### src/design/i2c_master_bit_sequencer_assert.svh
// Assertion macros for the I2C bit sequencer, used by i2cbs_seq.
`ifndef I2C_MASTER_BIT_SEQUENCER_ASSERT_SVH
`define I2C_MASTER_BIT_SEQUENCER_ASSERT_SVH

// Same-cycle implication, sampled on clk, off while arst_n is low.
`define I2CBS_ASSERT_NOW(name, pre, post) \
	name: assert property (@(posedge clk) disable iff (!arst_n) (pre) |-> (post)) \
		else $error("i2c sequencer: same-cycle check failed");

// Next-cycle implication, sampled on clk, off while arst_n is low.
`define I2CBS_ASSERT_NEXT(name, pre, post) \
	name: assert property (@(posedge clk) disable iff (!arst_n) (pre) |=> (post)) \
		else $error("i2c sequencer: next-cycle check failed");

`endif

### src/design/i2cbs_pkg.sv
// Types, codes and pin-phase tables of the I2C master bit sequencer.
package i2cbs_pkg;

	localparam int PT_WIDTH = 16;
	localparam logic [PT_WIDTH-1:0] PHASE_TICKS_RESET = 16'd100;
	localparam logic [3:0] BITS_PER_BYTE = 4'd8;

	// Item kinds on the command channel
	localparam logic [3:0] KIND_TICK  = 4'd0;
	localparam logic [3:0] KIND_START = 4'd1;
	localparam logic [3:0] KIND_STOP  = 4'd2;
	localparam logic [3:0] KIND_WRITE = 4'd3;
	localparam logic [3:0] KIND_READ  = 4'd4;
	localparam logic [3:0] KIND_ACK   = 4'd5;
	localparam logic [3:0] KIND_NACK  = 4'd6;
	localparam logic [3:0] KIND_WAIT  = 4'd7;
	localparam logic [3:0] KIND_PROBE = 4'd8;

	// Last phase indices and probe sub-sequence offsets
	localparam logic [5:0] START_LAST       = 6'd2;
	localparam logic [5:0] WRITE_LAST       = 6'd23;
	localparam logic [5:0] READ_LAST        = 6'd15;
	localparam logic [5:0] ACK_LAST         = 6'd2;
	localparam logic [5:0] PROBE_WRITE_BASE = 6'd3;
	localparam logic [5:0] PROBE_WAIT_BASE  = 6'd27;
	localparam logic [5:0] PROBE_STOP_IDX   = 6'd30;

	// Running command, one-hot
	typedef enum logic [8:0] {
		CMD_IDLE  = 9'b000000001,
		CMD_START = 9'b000000010,
		CMD_STOP  = 9'b000000100,
		CMD_WRITE = 9'b000001000,
		CMD_READ  = 9'b000010000,
		CMD_ACK   = 9'b000100000,
		CMD_NACK  = 9'b001000000,
		CMD_WAIT  = 9'b010000000,
		CMD_PROBE = 9'b100000000
	} cmd_state_t;

	// Action taken when a phase ends
	typedef enum logic [1:0] {
		ACT_NONE = 2'd0,
		ACT_ACK  = 2'd1,
		ACT_BIT  = 2'd2
	} act_t;

	typedef struct packed {
		logic ok;
		logic scl_keep;
		logic scl;
		logic sda;
		act_t act;
	} phase_t;

	typedef struct packed {
		logic [3:0] kind;
		logic [7:0] tx_byte;
		logic       sda_in;
		logic       scl_in;
	} cmd_item_t;

	typedef struct packed {
		logic       scl_out;
		logic       sda_out;
		logic       busy_res;
		logic       done_res;
		logic [7:0] rx_byte;
		logic       ack_fail;
		logic       rejected;
	} res_item_t;

	function automatic cmd_state_t kind_to_cmd(logic [3:0] kind);
		cmd_state_t c;
		unique case (kind)
			KIND_TICK:  c = CMD_IDLE;
			KIND_START: c = CMD_START;
			KIND_STOP:  c = CMD_STOP;
			KIND_WRITE: c = CMD_WRITE;
			KIND_READ:  c = CMD_READ;
			KIND_ACK:   c = CMD_ACK;
			KIND_NACK:  c = CMD_NACK;
			KIND_WAIT:  c = CMD_WAIT;
			KIND_PROBE: c = CMD_PROBE;
			default:    c = CMD_IDLE;
		endcase
		return c;
	endfunction

	function automatic phase_t no_phase();
		phase_t ph;
		ph = '{ok: 1'b0, scl_keep: 1'b0, scl: 1'b0, sda: 1'b0, act: ACT_NONE};
		return ph;
	endfunction

	function automatic phase_t start_phase(logic [5:0] idx);
		phase_t ph;
		ph = no_phase();
		ph.ok  = (idx <= START_LAST);
		ph.scl = (idx < START_LAST);
		ph.sda = (idx == '0);
		return ph;
	endfunction

	function automatic phase_t stop_phase(logic [5:0] idx);
		phase_t ph;
		ph = no_phase();
		ph.ok  = (idx == '0);
		ph.scl = 1'b1;
		ph.sda = 1'b0;
		return ph;
	endfunction

	// Three phases per bit: bit number is idx/3 (small compare table), SCL high on the middle one
	function automatic phase_t write_phase(logic [5:0] idx, logic [7:0] sr);
		phase_t ph;
		logic [2:0] q;
		logic [5:0] r;
		ph = no_phase();
		q = '0;
		for (int i = 0; i < 8; i++) begin
			if (idx >= 6'(3 * i)) q = 3'(i);
		end
		r = idx - 6'(3 * int'(q));
		ph.ok  = (idx <= WRITE_LAST);
		ph.scl = (r == 6'd1);
		ph.sda = sr[~q];
		return ph;
	endfunction

	function automatic phase_t read_phase(logic [5:0] idx);
		phase_t ph;
		ph = no_phase();
		ph.ok  = (idx <= READ_LAST);
		ph.scl = ~idx[0];
		ph.sda = 1'b1;
		ph.act = idx[0] ? ACT_NONE : ACT_BIT;
		return ph;
	endfunction

	// ack, nack and wait_ack share one shape
	function automatic phase_t ack_phase(cmd_state_t cmd, logic [5:0] idx);
		phase_t ph;
		ph = no_phase();
		ph.ok       = (idx <= ACK_LAST);
		ph.scl_keep = (idx == 6'd0);
		ph.scl      = (idx == 6'd1);
		ph.sda      = (cmd != CMD_ACK);
		ph.act      = (cmd == CMD_WAIT && idx == 6'd1) ? ACT_ACK : ACT_NONE;
		return ph;
	endfunction

	function automatic phase_t phase_of(cmd_state_t cmd, logic [5:0] idx, logic [7:0] sr);
		phase_t ph;
		ph = no_phase();
		unique case (cmd)
			CMD_START: ph = start_phase(idx);
			CMD_STOP:  ph = stop_phase(idx);
			CMD_WRITE: ph = write_phase(idx, sr);
			CMD_READ:  ph = read_phase(idx);
			CMD_ACK, CMD_NACK, CMD_WAIT: ph = ack_phase(cmd, idx);
			CMD_PROBE: begin
				if (idx < PROBE_WRITE_BASE) ph = start_phase(idx);
				else if (idx < PROBE_WAIT_BASE) ph = write_phase(idx - PROBE_WRITE_BASE, sr);
				else if (idx < PROBE_STOP_IDX) ph = ack_phase(CMD_WAIT, idx - PROBE_WAIT_BASE);
				else if (idx == PROBE_STOP_IDX) ph = stop_phase('0);
				else ph = no_phase();
			end
			default: ph = no_phase();
		endcase
		return ph;
	endfunction

endpackage

### src/design/i2cbs_in_reg.sv
// Input register stage of the I2C bit sequencer command channel.
module i2cbs_in_reg
	import i2cbs_pkg::*;
(
	input  logic      clk,
	input  logic      arst_n,
	input  logic      cmd_valid,
	output logic      cmd_stall,
	input  cmd_item_t cmd,
	input  logic      advance,
	output logic      valid_s1,
	output cmd_item_t item_s1
);

	logic load;

	// Hold the stage only while it is full and downstream is blocked
	assign cmd_stall = valid_s1 && !advance;
	assign load = !valid_s1 || advance;

	always_ff @(posedge clk or negedge arst_n) begin
		if (!arst_n) begin
			valid_s1 <= 1'b0;
		end else if (load) begin
			valid_s1 <= cmd_valid;
		end
	end

	// Payload, no reset
	always_ff @(posedge clk) begin
		if (load && cmd_valid) begin
			item_s1 <= cmd;
		end
	end

endmodule

### src/design/i2cbs_seq.sv
// Pin-phase sequencer: command state, tick counter, shift register and result logic.
`include "i2c_master_bit_sequencer_assert.svh"

module i2cbs_seq
	import i2cbs_pkg::*;
#(
	parameter int TICK_WIDTH = 16
) (
	input  logic                clk,
	input  logic                arst_n,
	input  logic                cfg_we,
	input  logic [PT_WIDTH-1:0] cfg_wdata,
	input  logic                fire,
	input  cmd_item_t           item_s1,
	output res_item_t           res_d
);

	localparam int CW = ((TICK_WIDTH > PT_WIDTH) ? TICK_WIDTH : PT_WIDTH) + 1;
	localparam logic [CW-1:0] TICK_LIMIT = CW'(1) << TICK_WIDTH;

	logic [PT_WIDTH-1:0]   phase_ticks_q;
	cmd_state_t            active_q, active_d;
	logic [5:0]            idx_q, idx_d;
	logic [TICK_WIDTH-1:0] tick_q, tick_d;
	logic [7:0]            sr_q, sr_d;
	logic [3:0]            bit_cnt_q, bit_cnt_d;
	logic                  scl_q, scl_d;
	logic                  sda_q, sda_d;
	logic [7:0]            rx_q, rx_d;
	logic                  ack_q, ack_d;
	logic                  done_d, rej_d;

	cmd_state_t  start_cmd;
	logic        is_cmd;
	logic [7:0]  start_sr;
	phase_t      start_ph, cur_ph, nxt_ph;
	logic [CW-1:0] tick_inc, pt_ext, eff_ticks;
	logic        phase_end;
	logic [7:0]  sr_after;
	logic [5:0]  idx_inc;

	// Configuration register
	always_ff @(posedge clk or negedge arst_n) begin
		if (!arst_n) begin
			phase_ticks_q <= PHASE_TICKS_RESET;
		end else if (cfg_we) begin
			phase_ticks_q <= cfg_wdata;
		end
	end

	// Phase length: zero acts as one, clamp to the counter range
	assign pt_ext    = CW'(phase_ticks_q);
	assign eff_ticks = (pt_ext > TICK_LIMIT) ? TICK_LIMIT : pt_ext;
	assign tick_inc  = CW'(tick_q) + CW'(1);
	assign phase_end = (tick_inc >= eff_ticks);

	// Command decode and first phase
	assign start_cmd = kind_to_cmd(item_s1.kind);
	assign is_cmd    = (start_cmd != CMD_IDLE);
	assign start_sr  = (start_cmd == CMD_WRITE || start_cmd == CMD_PROBE) ? item_s1.tx_byte : '0;
	assign start_ph  = phase_of(start_cmd, '0, start_sr);

	// Current and following phase of the running command
	assign cur_ph   = phase_of(active_q, idx_q, sr_q);
	assign sr_after = (cur_ph.act == ACT_BIT) ? {sr_q[6:0], item_s1.sda_in} : sr_q;
	assign idx_inc  = idx_q + 6'd1;
	assign nxt_ph   = phase_of(active_q, idx_inc, sr_after);

	// Next state for the item in the input stage
	always_comb begin
		active_d  = active_q;
		idx_d     = idx_q;
		tick_d    = tick_q;
		sr_d      = sr_q;
		bit_cnt_d = bit_cnt_q;
		scl_d     = scl_q;
		sda_d     = sda_q;
		rx_d      = rx_q;
		ack_d     = ack_q;
		done_d    = 1'b0;
		rej_d     = 1'b0;
		if (active_q == CMD_IDLE) begin
			if (is_cmd) begin
				if (start_cmd == CMD_PROBE && !(item_s1.sda_in && item_s1.scl_in)) begin
					// bus not idle: fault reported at once, pins untouched
					ack_d  = 1'b1;
					done_d = 1'b1;
				end else begin
					active_d  = start_cmd;
					idx_d     = '0;
					tick_d    = '0;
					bit_cnt_d = '0;
					sr_d      = start_sr;
					if (!start_ph.scl_keep) scl_d = start_ph.scl;
					sda_d = start_ph.sda;
				end
			end
		end else begin
			rej_d = is_cmd;
			if (phase_end) begin
				if (cur_ph.act == ACT_ACK) ack_d = item_s1.sda_in;
				if (cur_ph.act == ACT_BIT) bit_cnt_d = bit_cnt_q + 4'd1;
				sr_d   = sr_after;
				tick_d = '0;
				idx_d  = idx_inc;
				if (nxt_ph.ok) begin
					if (!nxt_ph.scl_keep) scl_d = nxt_ph.scl;
					sda_d = nxt_ph.sda;
				end else begin
					// last phase done: release SDA after stop, write, ack and probe
					if (active_q == CMD_STOP || active_q == CMD_WRITE ||
						active_q == CMD_ACK || active_q == CMD_PROBE) begin
						sda_d = 1'b1;
					end
					if (active_q == CMD_READ) rx_d = sr_after;
					active_d = CMD_IDLE;
					idx_d    = '0;
					done_d   = 1'b1;
				end
			end else begin
				tick_d = tick_q + TICK_WIDTH'(1);
			end
		end
	end

	// State registers, advanced once per item
	always_ff @(posedge clk or negedge arst_n) begin
		if (!arst_n) begin
			active_q  <= CMD_IDLE;
			idx_q     <= '0;
			tick_q    <= '0;
			sr_q      <= '0;
			bit_cnt_q <= '0;
			scl_q     <= 1'b1;
			sda_q     <= 1'b1;
			rx_q      <= '0;
			ack_q     <= 1'b0;
		end else if (fire) begin
			active_q  <= active_d;
			idx_q     <= idx_d;
			tick_q    <= tick_d;
			sr_q      <= sr_d;
			bit_cnt_q <= bit_cnt_d;
			scl_q     <= scl_d;
			sda_q     <= sda_d;
			rx_q      <= rx_d;
			ack_q     <= ack_d;
		end
	end

	// Result of this item
	always_comb begin
		res_d.scl_out  = scl_d;
		res_d.sda_out  = sda_d;
		res_d.busy_res = (active_d != CMD_IDLE);
		res_d.done_res = done_d;
		res_d.rx_byte  = rx_d;
		res_d.ack_fail = ack_d;
		res_d.rejected = rej_d;
	end

	`I2CBS_ASSERT_NEXT(a_done_goes_idle, fire && done_d, active_q == CMD_IDLE)
	`I2CBS_ASSERT_NOW(a_reject_only_busy, fire && rej_d, active_q != CMD_IDLE)
	`I2CBS_ASSERT_NOW(a_idle_counters_clear, active_q == CMD_IDLE, idx_q == '0 && tick_q == '0)
	`I2CBS_ASSERT_NOW(a_bit_count_range, 1'b1, bit_cnt_q <= BITS_PER_BYTE)

endmodule

### src/design/i2cbs_out_reg.sv
// Result register of the I2C bit sequencer with its valid/stall handshake.
module i2cbs_out_reg
	import i2cbs_pkg::*;
(
	input  logic      clk,
	input  logic      arst_n,
	input  logic      load,
	input  res_item_t res_d,
	output logic      advance,
	output logic      res_valid,
	input  logic      res_stall,
	output res_item_t res
);

	// Register can take a new result when empty or being drained
	assign advance = !res_valid || !res_stall;

	always_ff @(posedge clk or negedge arst_n) begin
		if (!arst_n) begin
			res_valid <= 1'b0;
		end else if (advance) begin
			res_valid <= load;
		end
	end

	// Payload, no reset
	always_ff @(posedge clk) begin
		if (advance && load) begin
			res <= res_d;
		end
	end

endmodule

### src/design/i2c_master_bit_sequencer.sv
// I2C master bit sequencer: open-drain SCL/SDA phase sequencer, top level.
//
// Usage: each transaction on the cmd channel (cmd_valid/cmd_stall) carries one item,
// either a tick or a command (start, stop, write, read, ack, nack, wait_ack, probe),
// plus the sampled SDA/SCL levels. Every item yields exactly one transaction on the
// res channel (res_valid/res_stall) with the pin drives, busy, done, rx byte,
// ack_fail and rejected flags. cfg_we/cfg_wdata write phase_ticks, the number of
// items each pin phase is held; write it only while the block is idle.
// The input stage registers each accepted item and the result register its result;
// res_stall can hold the item in the input stage before its result is loaded.
// Throughput: one item per cycle while res_stall is low; each item is one pass
// through phase decoder and tick compare between input stage and result register.
// Reset (arst_n low): idle, both pins released, phase_ticks = 100, flags cleared.
// When res_stall is high the result is held and the input stage fills, after
// which cmd_stall rises; no item is lost or repeated.
module i2c_master_bit_sequencer
	import i2cbs_pkg::*;
#(
	parameter int TICK_WIDTH = 16
) (
	input  logic                clk,
	input  logic                arst_n,
	input  logic                cfg_we,
	input  logic [PT_WIDTH-1:0] cfg_wdata,
	input  logic                cmd_valid,
	output logic                cmd_stall,
	input  cmd_item_t           cmd,
	output logic                res_valid,
	input  logic                res_stall,
	output res_item_t           res
);

	logic      advance;
	logic      valid_s1;
	logic      fire;
	cmd_item_t item_s1;
	res_item_t res_d;

	assign fire = valid_s1 && advance;

	// Input stage
	i2cbs_in_reg u_in_reg (
		.clk       (clk),
		.arst_n    (arst_n),
		.cmd_valid (cmd_valid),
		.cmd_stall (cmd_stall),
		.cmd       (cmd),
		.advance   (advance),
		.valid_s1  (valid_s1),
		.item_s1   (item_s1)
	);

	// Sequencer
	i2cbs_seq #(
		.TICK_WIDTH (TICK_WIDTH)
	) u_seq (
		.clk       (clk),
		.arst_n    (arst_n),
		.cfg_we    (cfg_we),
		.cfg_wdata (cfg_wdata),
		.fire      (fire),
		.item_s1   (item_s1),
		.res_d     (res_d)
	);

	// Result register
	i2cbs_out_reg u_out_reg (
		.clk       (clk),
		.arst_n    (arst_n),
		.load      (valid_s1),
		.res_d     (res_d),
		.advance   (advance),
		.res_valid (res_valid),
		.res_stall (res_stall),
		.res       (res)
	);

endmodule
### config.mk
export PLATFORM = sky130hd
export DESIGN_NAME = i2c_master_bit_sequencer
export DESIGN_NICKNAME = d
export VERILOG_FILES = /design/src/design/i2cbs_pkg.sv /design/src/design/i2cbs_in_reg.sv /design/src/design/i2cbs_seq.sv /design/src/design/i2cbs_out_reg.sv /design/src/design/i2c_master_bit_sequencer.sv
export VERILOG_INCLUDE_DIRS = /design/src /design/src/design
export SDC_FILE = /design/constraint.sdc
export NUM_CORES = 1
export LEC_CHECK = 0
export BUFFER_PORTS_ARGS = -buffer_cell sky130_fd_sc_hd__buf_2
export CORE_UTILIZATION = 35
export DETAILED_ROUTE_END_ITERATION = 8
export PLACE_DENSITY = 0.5
export SYNTH_ARGS = -nofsm -noshare
export SYNTH_HDL_FRONTEND = slang
export SYNTH_SLANG_ARGS = --single-unit
### constraint.sdc
create_clock -name clk -period 15.3 [get_ports clk]
set_clock_uncertainty 0.2 [all_clocks]
set_input_delay 1.53 -clock clk [delete_from_list [all_inputs] [get_ports clk]]
set_output_delay 1.53 -clock clk [all_outputs]
set_load 0.1 [all_outputs]
==> results of run 1 <==
-- worst max-delay path: stages (launching register included) --
cell and delay, ns:
dfrtp_1 0.83, clkinv_1 0.51, ha_1 0.58, o21ba_2 0.27, a211oi_2 0.41, nand3_1 0.15, a21oi_1 0.17, nor2b_1 0.36
nor2_8 0.09, ha_1 0.23, fa_1 0.48, inv_1 0.04, ha_1 0.31, o21ai_0 0.11, a21boi_0 0.25, o2111ai_1 0.15
nor4b_1 0.39, a211oi_1 0.09, o221ai_1 0.41, nor3_1 0.10, nor3b_1 0.24
-- Yosys cell counts (all sizes together), types with 4 or more instances --
cell and number:
buf 10, clkbuf 20, a21oi 25, a2111oi 4, o21a 11, ha 43
dfrtp 62, nor2b 7, a31oi 10, inv 45, nand2b 24, nor3b 5
dfstp 6, a21boi 5, o2bb2ai 7, a22oi 7, o31ai 4, a211oi 5
fa 4, nor3 26, edfxtp 28, nand3 19, and2 4, mux2 24
nor2 48, o22ai 4, xnor2 21, and3 14, nand2 105, dfxtp 9
nand4 8, xor2 17, or3 7, o21ai 61, nor4 11, a22o 13
a21o 6
-- kinds of logic after synthesis --
family	Yosys count	share of synthesized area (%)
AOI/OAI and AO/OA	195	18.59
adders and majority gates	47	8.565
and+or+nand+nor	294	20.75
buffers and inverters	78	4.334
muxes	28	4.698
xor gates and xnor gates	39	5.236
DFF	105	37.83
-- through the flow --
stage | setup slack, ns | cells
floorplan | 10.01 | 786
global placement | 9.229 | 1079
detailed placement | 8.893 | 1079
CTS | 8.859 | 1095
global route | 8.333 | 1095
finish | 8.833 | 1095
-- where the power goes --
part           internal (µW)  leakage (µW)  switching, µW
clock network            115      0.000143            114
registers                326       0.00123           49.8
logic                    241       0.00213            372
total                    681       0.00350            536
-- worst max path at each step --
stage | end | slack, ns | cells after the start | start
after global placement | u_out_reg.res[13]$_DFFE_PP_ | 9.23 | 20 | u_seq.idx_q[0]$_DFFE_PN0P_
after detailed placement | u_seq.scl_q$_DFFE_PN1P_ | 8.89 | 20 | u_seq.idx_q[0]$_DFFE_PN0P_
final | u_seq.scl_q$_DFFE_PN1P_ | 8.83 | 20 | u_seq.idx_q[0]$_DFFE_PN0P_
after floorplan | u_out_reg.res[13]$_DFFE_PP_ | 10.01 | 23 | u_seq.idx_q[0]$_DFFE_PN0P_
after global routing | u_seq.scl_q$_DFFE_PN1P_ | 8.33 | 20 | u_seq.idx_q[0]$_DFFE_PN0P_
after CTS | u_seq.scl_q$_DFFE_PN1P_ | 8.86 | 20 | u_seq.idx_q[0]$_DFFE_PN0P_
-- registers in the layout, summed over array words and instances (netlist names) --
register / flops
u_in_reg.item_s1: 14
u_in_reg.valid_s1: 1
u_out_reg.res: 14
u_out_reg.res_valid: 1
u_seq.ack_q: 1
u_seq.active_q: 9
u_seq.idx_q: 6
u_seq.phase_ticks_q: 16
u_seq.rx_q: 8
u_seq.scl_q: 1
u_seq.sda_q: 1
u_seq.sr_q: 8
u_seq.start_cmd: 9
u_seq.tick_q: 16
-- cell type report --
type                       instances  area [µm²]
clock buffer                      10       229.0
sequential                       105        2730
tap                              270       337.8
clock inverter                     6       56.30
timing repair buffer              53       272.8
fill                            2048       12250
inverter                          48       180.2
multi-input combinational        603        4174
-- metal layers --
layer / vias to the layer above / routed length, µm
met3: 20 / 700
met4: 0 / 255
met1: 2886 / 9572
li1: 2912 / -
met5: - / 0
met2: 101 / 8861
==> flow_summary.yaml, run 1 <==
critical_path:
  critPathLaunchType: "flip-flop"
  worst-path-max-fanout: 18
  r2r_start: "u_seq.idx_q[0]$_DFFE_PN0P_"
  reg2regPathDepth: 20
  required_ns: 15.36
  path_class: "flip-flop to flip-flop"
  cp.arrival_ns: 6.53
  worstReg2RegEnd: "u_seq.scl_q$_DFFE_PN1P_"
  r2r_setup_slack_ns: 8.83
  end_kind: "flip-flop"
clocking:
  cts_buffer_depth: 2
  holdBufCountCts: 0
  cts_sinks: 105
  cts_root_buf: "clkbuf_16"
  cts_tree: "built"
  cts_resized: 0
  path_clk_slew_ns: 0.07
  clock_latency_ns: 0.36
  cts_inserted_buffers: 9
  htreeDepth: 3
  post-cts-setup-buffer-count: 0
routing:
  firstDrtPassIters: 5
  drtAntennaViolNets: 0
  first_iter_violations: 375
  drcViolationCount: 0
  drt_wl_total_mm: 19.39
  avgRoutedWirePerCell_um: 17.71
  vias: 5919
  via_per_inst: 5.405
grt:
  grt_pass1_wl_mm: 31.71
  grtUsageMet1_pct: 26.00
  top_usage_layer: "met2"
  grt_pass1_vias: 5907
  grt_max_degree: 69
  grt_usage_pct: 18.82
  met2_usage_pct: 30.29
  met3_usage_pct: 3.605
  grt.overflow.total: 0
  antenna_found_initial: 0
cells_and_area:
  fin_util_pct: 39.44
  nets: 902
  finalInstanceArea_um2: 7980
  final_common_cell: "nand2_1"
  diodes: 0
  final_layout_size_suffix_gt1_share_pct: 14.55
  synthToLayoutAreaGrowth_pct: 10.58
  layout_common_cells: "nand2_1 (105), dfrtp_1 (62), o21ai_0 (58)"
sta:
  setup_violations: 0
  min_period_over_period_pct: 42.27
  holdWs_ns: 0.2914
  fin_tns_setup_ns: 0
  relSlewSlack_pct: 37.96
  fmax_mhz: 154.6
  fin_crit_ns: 6.467
  final_max_slew_viol_count: 0
  hold_violations: 0
  tightest_slew_ns: 0.9274
  rsz0062_at_grt: "no"
die:
  die_area_um2: 21200
  die_width_um: 145.6
  start_util_pct: 35.67
  chipHeight_um: 145.6
  ios: 51
  fp-row-count: 52
  core_area_um2: 20230
yosys:
  synthArstFlopShare_pct: 64.76
  netlist_instances: 786
  yosys.area.top_type_share_pct: 21.50
  synth_seq_cells: 105
  synth_warnings: 0
  syn-num-nets: 868
  synth_area_um2: 7217
  synth_ff_type: "dfrtp_1"
  synth_enable_flop_cells: 28
  syn_avg_cell_area_um2: 9.182
  synth-seq-area-share_pct: 37.83
  ys_top_cells_by_area: "dfrtp_1 (21%), edfxtp_1 (12%), ha_1 (7.5%)"
  synth_cell_types: 86
  synth_top_area_cell: "dfrtp_1"
power_and_ir_drop:
  power_density_nw_per_um2: 152.5
  vdd_drop_max_uv: 63.90
  p_leak_uw: 0.003501
  total_power_uw: 1217
place:
  gp_congestion: 0.9077
  dp_hpwl_mm: 14.67
  dpl_cell_area_um2: 7695
  io_buffer_count: 50
hold_path:
  whs_endpoint: "u_seq.rx_q[6]$_DFFE_PN0P_"
  holdPathStages: 1
  hp-start: "u_seq.rx_q[6]$_DFFE_PN0P_"
  hp-class: "flip-flop to flip-flop"
outcome:
  outcome: "finished, final reports clean"
flow_run:
  drv_cap: 0
(Power assumes the default switching activity.)
==> run 2, diff against run 1 <==
==> constraint.sdc (replaced) <==
create_clock -name clk -period 6.6 [get_ports clk]
set_clock_uncertainty 0.2 [all_clocks]
set_input_delay 0.66 -clock clk [delete_from_list [all_inputs] [get_ports clk]]
set_output_delay 0.66 -clock clk [all_outputs]
set_load 0.1 [all_outputs]
==> flow_summary.yaml, run 2 (synthesis results as in run 1) <==
outcome:
  outcome: "finished, final reports clean"
clocking:
  cts_sinks: 105
  cts_tree: "built"
  cts_resized: 0
  clock_latency_ns: 0.36
  post-cts-setup-buffer-count: 0
  cts_inserted_buffers: 9
  holdBufCountCts: 0
  path_clk_slew_ns: 0.08
  htreeDepth: 3
  cts_root_buf: "clkbuf_16"
  cts_buffer_depth: 2
cells_and_area:
  synthToLayoutAreaGrowth_pct: 11.46
  final_layout_size_suffix_gt1_share_pct: 15.37
  fin_util_pct: 39.75
  diodes: 0
  top_regs: "u_seq.phase_ticks_q x16, u_seq.tick_q x16"
  nets: 910
  layout_common_cells: "nand2_1 (105), dfrtp_1 (62), o21ai_0 (58)"
  final_common_cell: "nand2_1"
sta:
  fin_crit_ns: 5.855
  min_period_over_period_pct: 88.72
  hold_violations: 0
  relSlewSlack_pct: 39.52
  tightest_slew_ns: 0.9073
  final_max_slew_viol_count: 0
  rsz0062_at_grt: "no"
  fmax_mhz: 170.8
  setup_violations: 0
  fin_tns_setup_ns: 0
routing:
  drtAntennaViolNets: 0
  avgRoutedWirePerCell_um: 17.63
  vias: 6007
  drt_wl_total_mm: 19.45
  firstDrtPassIters: 5
  via_per_inst: 5.446
  drcViolationCount: 0
  first_iter_violations: 355
die:
  fp-row-count: 52
  start_util_pct: 35.67
  ios: 51
  die_area_um2: 21200
  die_width_um: 145.6
  chipHeight_um: 145.6
  core_area_um2: 20230
critical_path:
  worst-path-max-fanout: 13
  cp.arrival_ns: 5.76
  critPathLaunchType: "flip-flop"
  required_ns: 6.50
  reg2regPathDepth: 21
  path_class: "flip-flop to flip-flop"
  end_kind: "flip-flop"
grt:
  antenna_found_initial: 0
  grt_max_degree: 69
  grt_usage_pct: 18.91
  grt_pass1_vias: 5917
  grt.overflow.total: 0
  grt_pass1_wl_mm: 31.69
hold_path:
  holdPathStages: 1
  hp-class: "input pin to flip-flop"
power_and_ir_drop:
  p_leak_uw: 0.003538
  vdd_drop_max_uv: 213.7
  power_density_nw_per_um2: 354.0
place:
  io_buffer_count: 50
  gp_congestion: 0.8768
  dp_hpwl_mm: 14.89
flow_run:
  drv_cap: 0
run 2: cell count changes in the layout (fill, tap and decap cells not counted):
cell | before | now
inv_8 | 3 | 1
buf_4 | 3 | 11
clkinv_2 | 1 | 0
clkinv_4 | 1 | 2
clkbuf_8 | 0 | 1
inv_6 | 1 | 2
run 2: routing by layer:
layer  vias to the layer above  share of wire [%]  global-route usage [%]
li1                       2929                  -                       -
met1                      2905                 47                   25.60
met2                       145                 47                   30.70
met3                        28                3.9                   3.354
met4                         0                2.2                   5.895
met5                         -                  0                       0
run 2: through the flow:
stage	power (µW)	instances	hold slack [ns]	setup slack, ns	area, µm²
after floorplan	1938	786	0.1644	1.307	7217
after global placement	2277	1087	0.2696	0.9306	7755
after detailed placement	2314	1087	0.2752	0.8020	7755
after CTS	2863	1103	0.2589	0.7816	8044
after global routing	3057	1103	0.2510	0.1693	8044
final	2847	1103	0.2758	0.7445	8044
run 2: cell type report:
class                           instances  area (µm²)
Tap cell                              270       337.8
Clock inverter                          5       46.29
Inverter                               48       180.2
Timing Repair Buffer                   61       332.8
Sequential cell                       105        2730
Multi-Input combinational cell        603        4174
Clock buffer                           11       242.7
Fill cell                            2025       12190
run 2: path summary, 6_finish.rpt:
check                                                end  slack [ns]                  startpoint
max in group asynchronous  u_seq.active_q[5]$_DFFE_PN0P_        5.30                      arst_n
hold reg to reg                u_seq.rx_q[3]$_DFFE_PN0P_        0.29   u_seq.rx_q[3]$_DFFE_PN0P_
min in group asynchronous      u_seq.rx_q[3]$_DFFE_PN0P_        0.32                      arst_n
setup / recovery             u_out_reg.res[13]$_DFFE_PP_        0.74  u_seq.idx_q[0]$_DFFE_PN0P_
setup reg to reg             u_out_reg.res[13]$_DFFE_PP_        0.74  u_seq.idx_q[0]$_DFFE_PN0P_
hold / removal             u_in_reg.item_s1[7]$_DFFE_PP_        0.28                      cmd[7]
run 2: worst max-delay path: stages (launching register included):
cell and delay [ns]:
dfrtp_1 0.51, ha_1 0.37, xnor2_2 0.46, inv_2 0.25
or4_1 0.63, nand2_1 0.15, o22a_1 0.18, o31a_1 0.16
nand2_1 0.14, ha_1 0.25, fa_1 0.48, inv_1 0.04
ha_1 0.32, o21ai_0 0.14, a21boi_0 0.28, o21a_1 0.16
o21ai_0 0.07, nor4b_1 0.15, a211oi_1 0.26, o221ai_1 0.21
nor2_1 0.13, nor3_1 0.05
run 2: power by group:
| group | leakage (µW) | internal, µW | switching (µW) |
|---|---|---|---|
| clock network | 0.000143 | 274 | 261 |
| logic | 0.00216 | 572 | 880 |
| registers | 0.00123 | 756 | 105 |
==> run 3, diff against run 2 <==
--- a/config.mk
+++ b/config.mk
@@ -9,7 +9,7 @@
 export BUFFER_PORTS_ARGS = -buffer_cell sky130_fd_sc_hd__buf_2
 export CORE_UTILIZATION = 35
 export DETAILED_ROUTE_END_ITERATION = 8
-export PLACE_DENSITY = 0.5
+export RECOVER_POWER = 25
 export SYNTH_ARGS = -nofsm -noshare
 export SYNTH_HDL_FRONTEND = slang
 export SYNTH_SLANG_ARGS = --single-unit
==> flow_summary.yaml, run 3 (synthesis results as in run 1) <==
outcome:
  outcome: "finished, violations left"
  failed_checks: "max-capacitance violations, max-slew violations"
clocking:
  cts_buffer_depth: 2
  cts_root_buf: "clkbuf_16"
  htreeDepth: 3
  cts_inserted_buffers: 9
  holdBufCountCts: 0
  post-cts-setup-buffer-count: 0
  path_clk_slew_ns: 0.08
  cts_tree: "built"
  cts_resized: 0
  clock_latency_ns: 0.36
  cts_sinks: 105
die:
  chipHeight_um: 145.6
  die_area_um2: 21200
  fp-row-count: 52
  ios: 51
  die_width_um: 145.6
  core_area_um2: 20230
  start_util_pct: 35.67
place:
  dp_hpwl_mm: 13.24
  dpl_worst_slack_ns: 0.8604
  gp_congestion: 0.8980
  io_buffer_count: 50
critical_path:
  cp.arrival_ns: 5.92
  cp_slowest_cell: "nor4_2"
  r2r_start: "u_seq.idx_q[0]$_DFFE_PN0P_"
  end_kind: "flip-flop"
  worst-path-max-fanout: 13
  worstReg2RegEnd: "u_seq.scl_q$_DFFE_PN1P_"
  crit_path_frequent_cell: "ha_1"
  worstPathCellList: "ha_1 -> xnor2_2 -> inv_2 -> nor4_2 -> xnor2_1 -> o31ai_2 -> nor2b_1 -> nor2_8 -> ha_1 -> fa_1 -> inv_1 -> ha_1 -> o21ai_0 -> a21boi_0 -> o2111ai_1 -> nor4b_1 -> a211oi_1 -> o221ai_1 -> nor3_1 -> nor3b_1"
  r2r_setup_slack_ns: 0.76
  required_ns: 6.68
  crit_buf_inv: 2
  critPathMaxStageDelay_ns: 0.49
  critPathLaunchType: "flip-flop"
  path_class: "flip-flop to flip-flop"
  cp_top_family: "simple AND/OR/NAND/NOR gates"
  reg2regPathDepth: 20
power_and_ir_drop:
  p_leak_uw: 0.003506
  power_density_nw_per_um2: 355.2
  vdd_drop_max_uv: 207.1
grt:
  grtUsageMet1_pct: 24.70
  antenna_found_initial: 0
  grt_pass1_wl_mm: 29.86
  grt_pass1_vias: 5613
  grt_usage_pct: 17.65
  top_usage_layer: "met2"
  grt.overflow.total: 0
  grt_max_degree: 69
  met3_usage_pct: 3.950
  met2_usage_pct: 27.28
cells_and_area:
  synthToLayoutAreaGrowth_pct: 11.30
  final_common_cell: "nand2_1"
  final_layout_size_suffix_gt1_share_pct: 14.22
  nets: 907
  layout_common_cells: "nand2_1 (105), dfrtp_1 (62), o21ai_0 (58)"
  diodes: 0
  top_regs: "u_seq.phase_ticks_q x16, u_seq.tick_q x16"
routing:
  via_per_inst: 5.383
  firstDrtPassIters: 6
  vias: 5921
  avgRoutedWirePerCell_um: 16.32
  drt_wl_total_mm: 17.95
  drcViolationCount: 0
  drtAntennaViolNets: 0
  first_iter_violations: 332
sta:
  fin_crit_ns: 5.842
  fin_ws_ns: 0.7581
  relSlewSlack_pct: -152.7
  setup_violations: 0
  min_period_over_period_pct: 88.51
  rsz0062_at_grt: "no"
  final_max_slew_viol_count: 69
  fmax_mhz: 171.2
  hold_violations: 0
  tightest_slew_ns: 3.790
  fin_tns_setup_ns: 0
flow_run:
  drv_cap: 1
hold_path:
  holdPathStages: 1
  whs_endpoint: "u_in_reg.item_s1[9]$_DFFE_PP_"
  hp-start: "cmd[9]"
  hp-class: "input pin to flip-flop"
## run 3: changes by cell type in the layout (fill, tap and decap cells not counted), sizes merged
cell and delta:
buf -11, bufinv +1, inv -1, clkbuf +6, clkinvlp +2
## run 3: power breakdown
| group | switching, µW | internal, µW | leakage, µW |
|---|---|---|---|
| registers | 104 | 756 | 0.00123 |
| logic | 859 | 565 | 0.00213 |
| clock network | 268 | 301 | 0.000145 |
## run 3: worst reg2reg max path, stage by stage, from the launching register on
cell and delay (ns):
dfrtp_1 0.48, ha_1 0.36, xnor2_2 0.48, inv_2 0.25
nor4_2 0.49, xnor2_1 0.23, o31ai_2 0.14, nor2b_1 0.32
nor2_8 0.09, ha_1 0.23, fa_1 0.49, inv_1 0.04
ha_1 0.30, o21ai_0 0.12, a21boi_0 0.25, o2111ai_1 0.16
nor4b_1 0.43, a211oi_1 0.13, o221ai_1 0.27, nor3_1 0.09
nor3b_1 0.21
## run 3: worst max-delay path by stage
stage | startpoint | to | slack, ns | cells after the start
floorplan | u_seq.idx_q[0]$_DFFE_PN0P_ | u_out_reg.res[13]$_DFFE_PP_ | 1.31 | 23
global placement | u_seq.idx_q[0]$_DFFE_PN0P_ | u_out_reg.res[13]$_DFFE_PP_ | 0.94 | 20
detailed placement | u_seq.idx_q[0]$_DFFE_PN0P_ | u_out_reg.res[13]$_DFFE_PP_ | 0.86 | 20
CTS | u_seq.idx_q[0]$_DFFE_PN0P_ | u_seq.scl_q$_DFFE_PN1P_ | 0.83 | 20
global route | u_seq.idx_q[0]$_DFFE_PN0P_ | u_seq.scl_q$_DFFE_PN1P_ | 0.35 | 20
finish | u_seq.idx_q[0]$_DFFE_PN0P_ | u_seq.scl_q$_DFFE_PN1P_ | 0.76 | 20
## run 3: routing by layer
layer | share of wire, % | routed length, µm
met2 | 44 | 7936
met4 | 1.6 | 282
met1 | 49 | 8785
met5 | 0 | 0
met3 | 5.3 | 945
## run 3: area by class of cell
class	count	area (µm²)
Tap cell	270	337.8
Fill cell	2007	12200
Clock buffer	9	225.2
Timing Repair Buffer	58	297.8
Clock inverter	7	87.58
Multi-Input combinational cell	603	4174
Inverter	48	180.2
Sequential cell	105	2730
## run 3: per-stage QoR
step                      hold slack, ns  power, µW  instance area (µm²)  cells  utilization, %
final                             0.2755       2853                 8033   1100           39.70
after global routing              0.2543       3055                 8033   1100           39.70
after CTS                         0.2633       2852                 8045   1100           39.76
after detailed placement          0.2766       2268                 7732   1084           38.21
after global placement            0.2680       2261                 7732   1084           38.21
after floorplan                   0.1644       1938                 7217    786               -
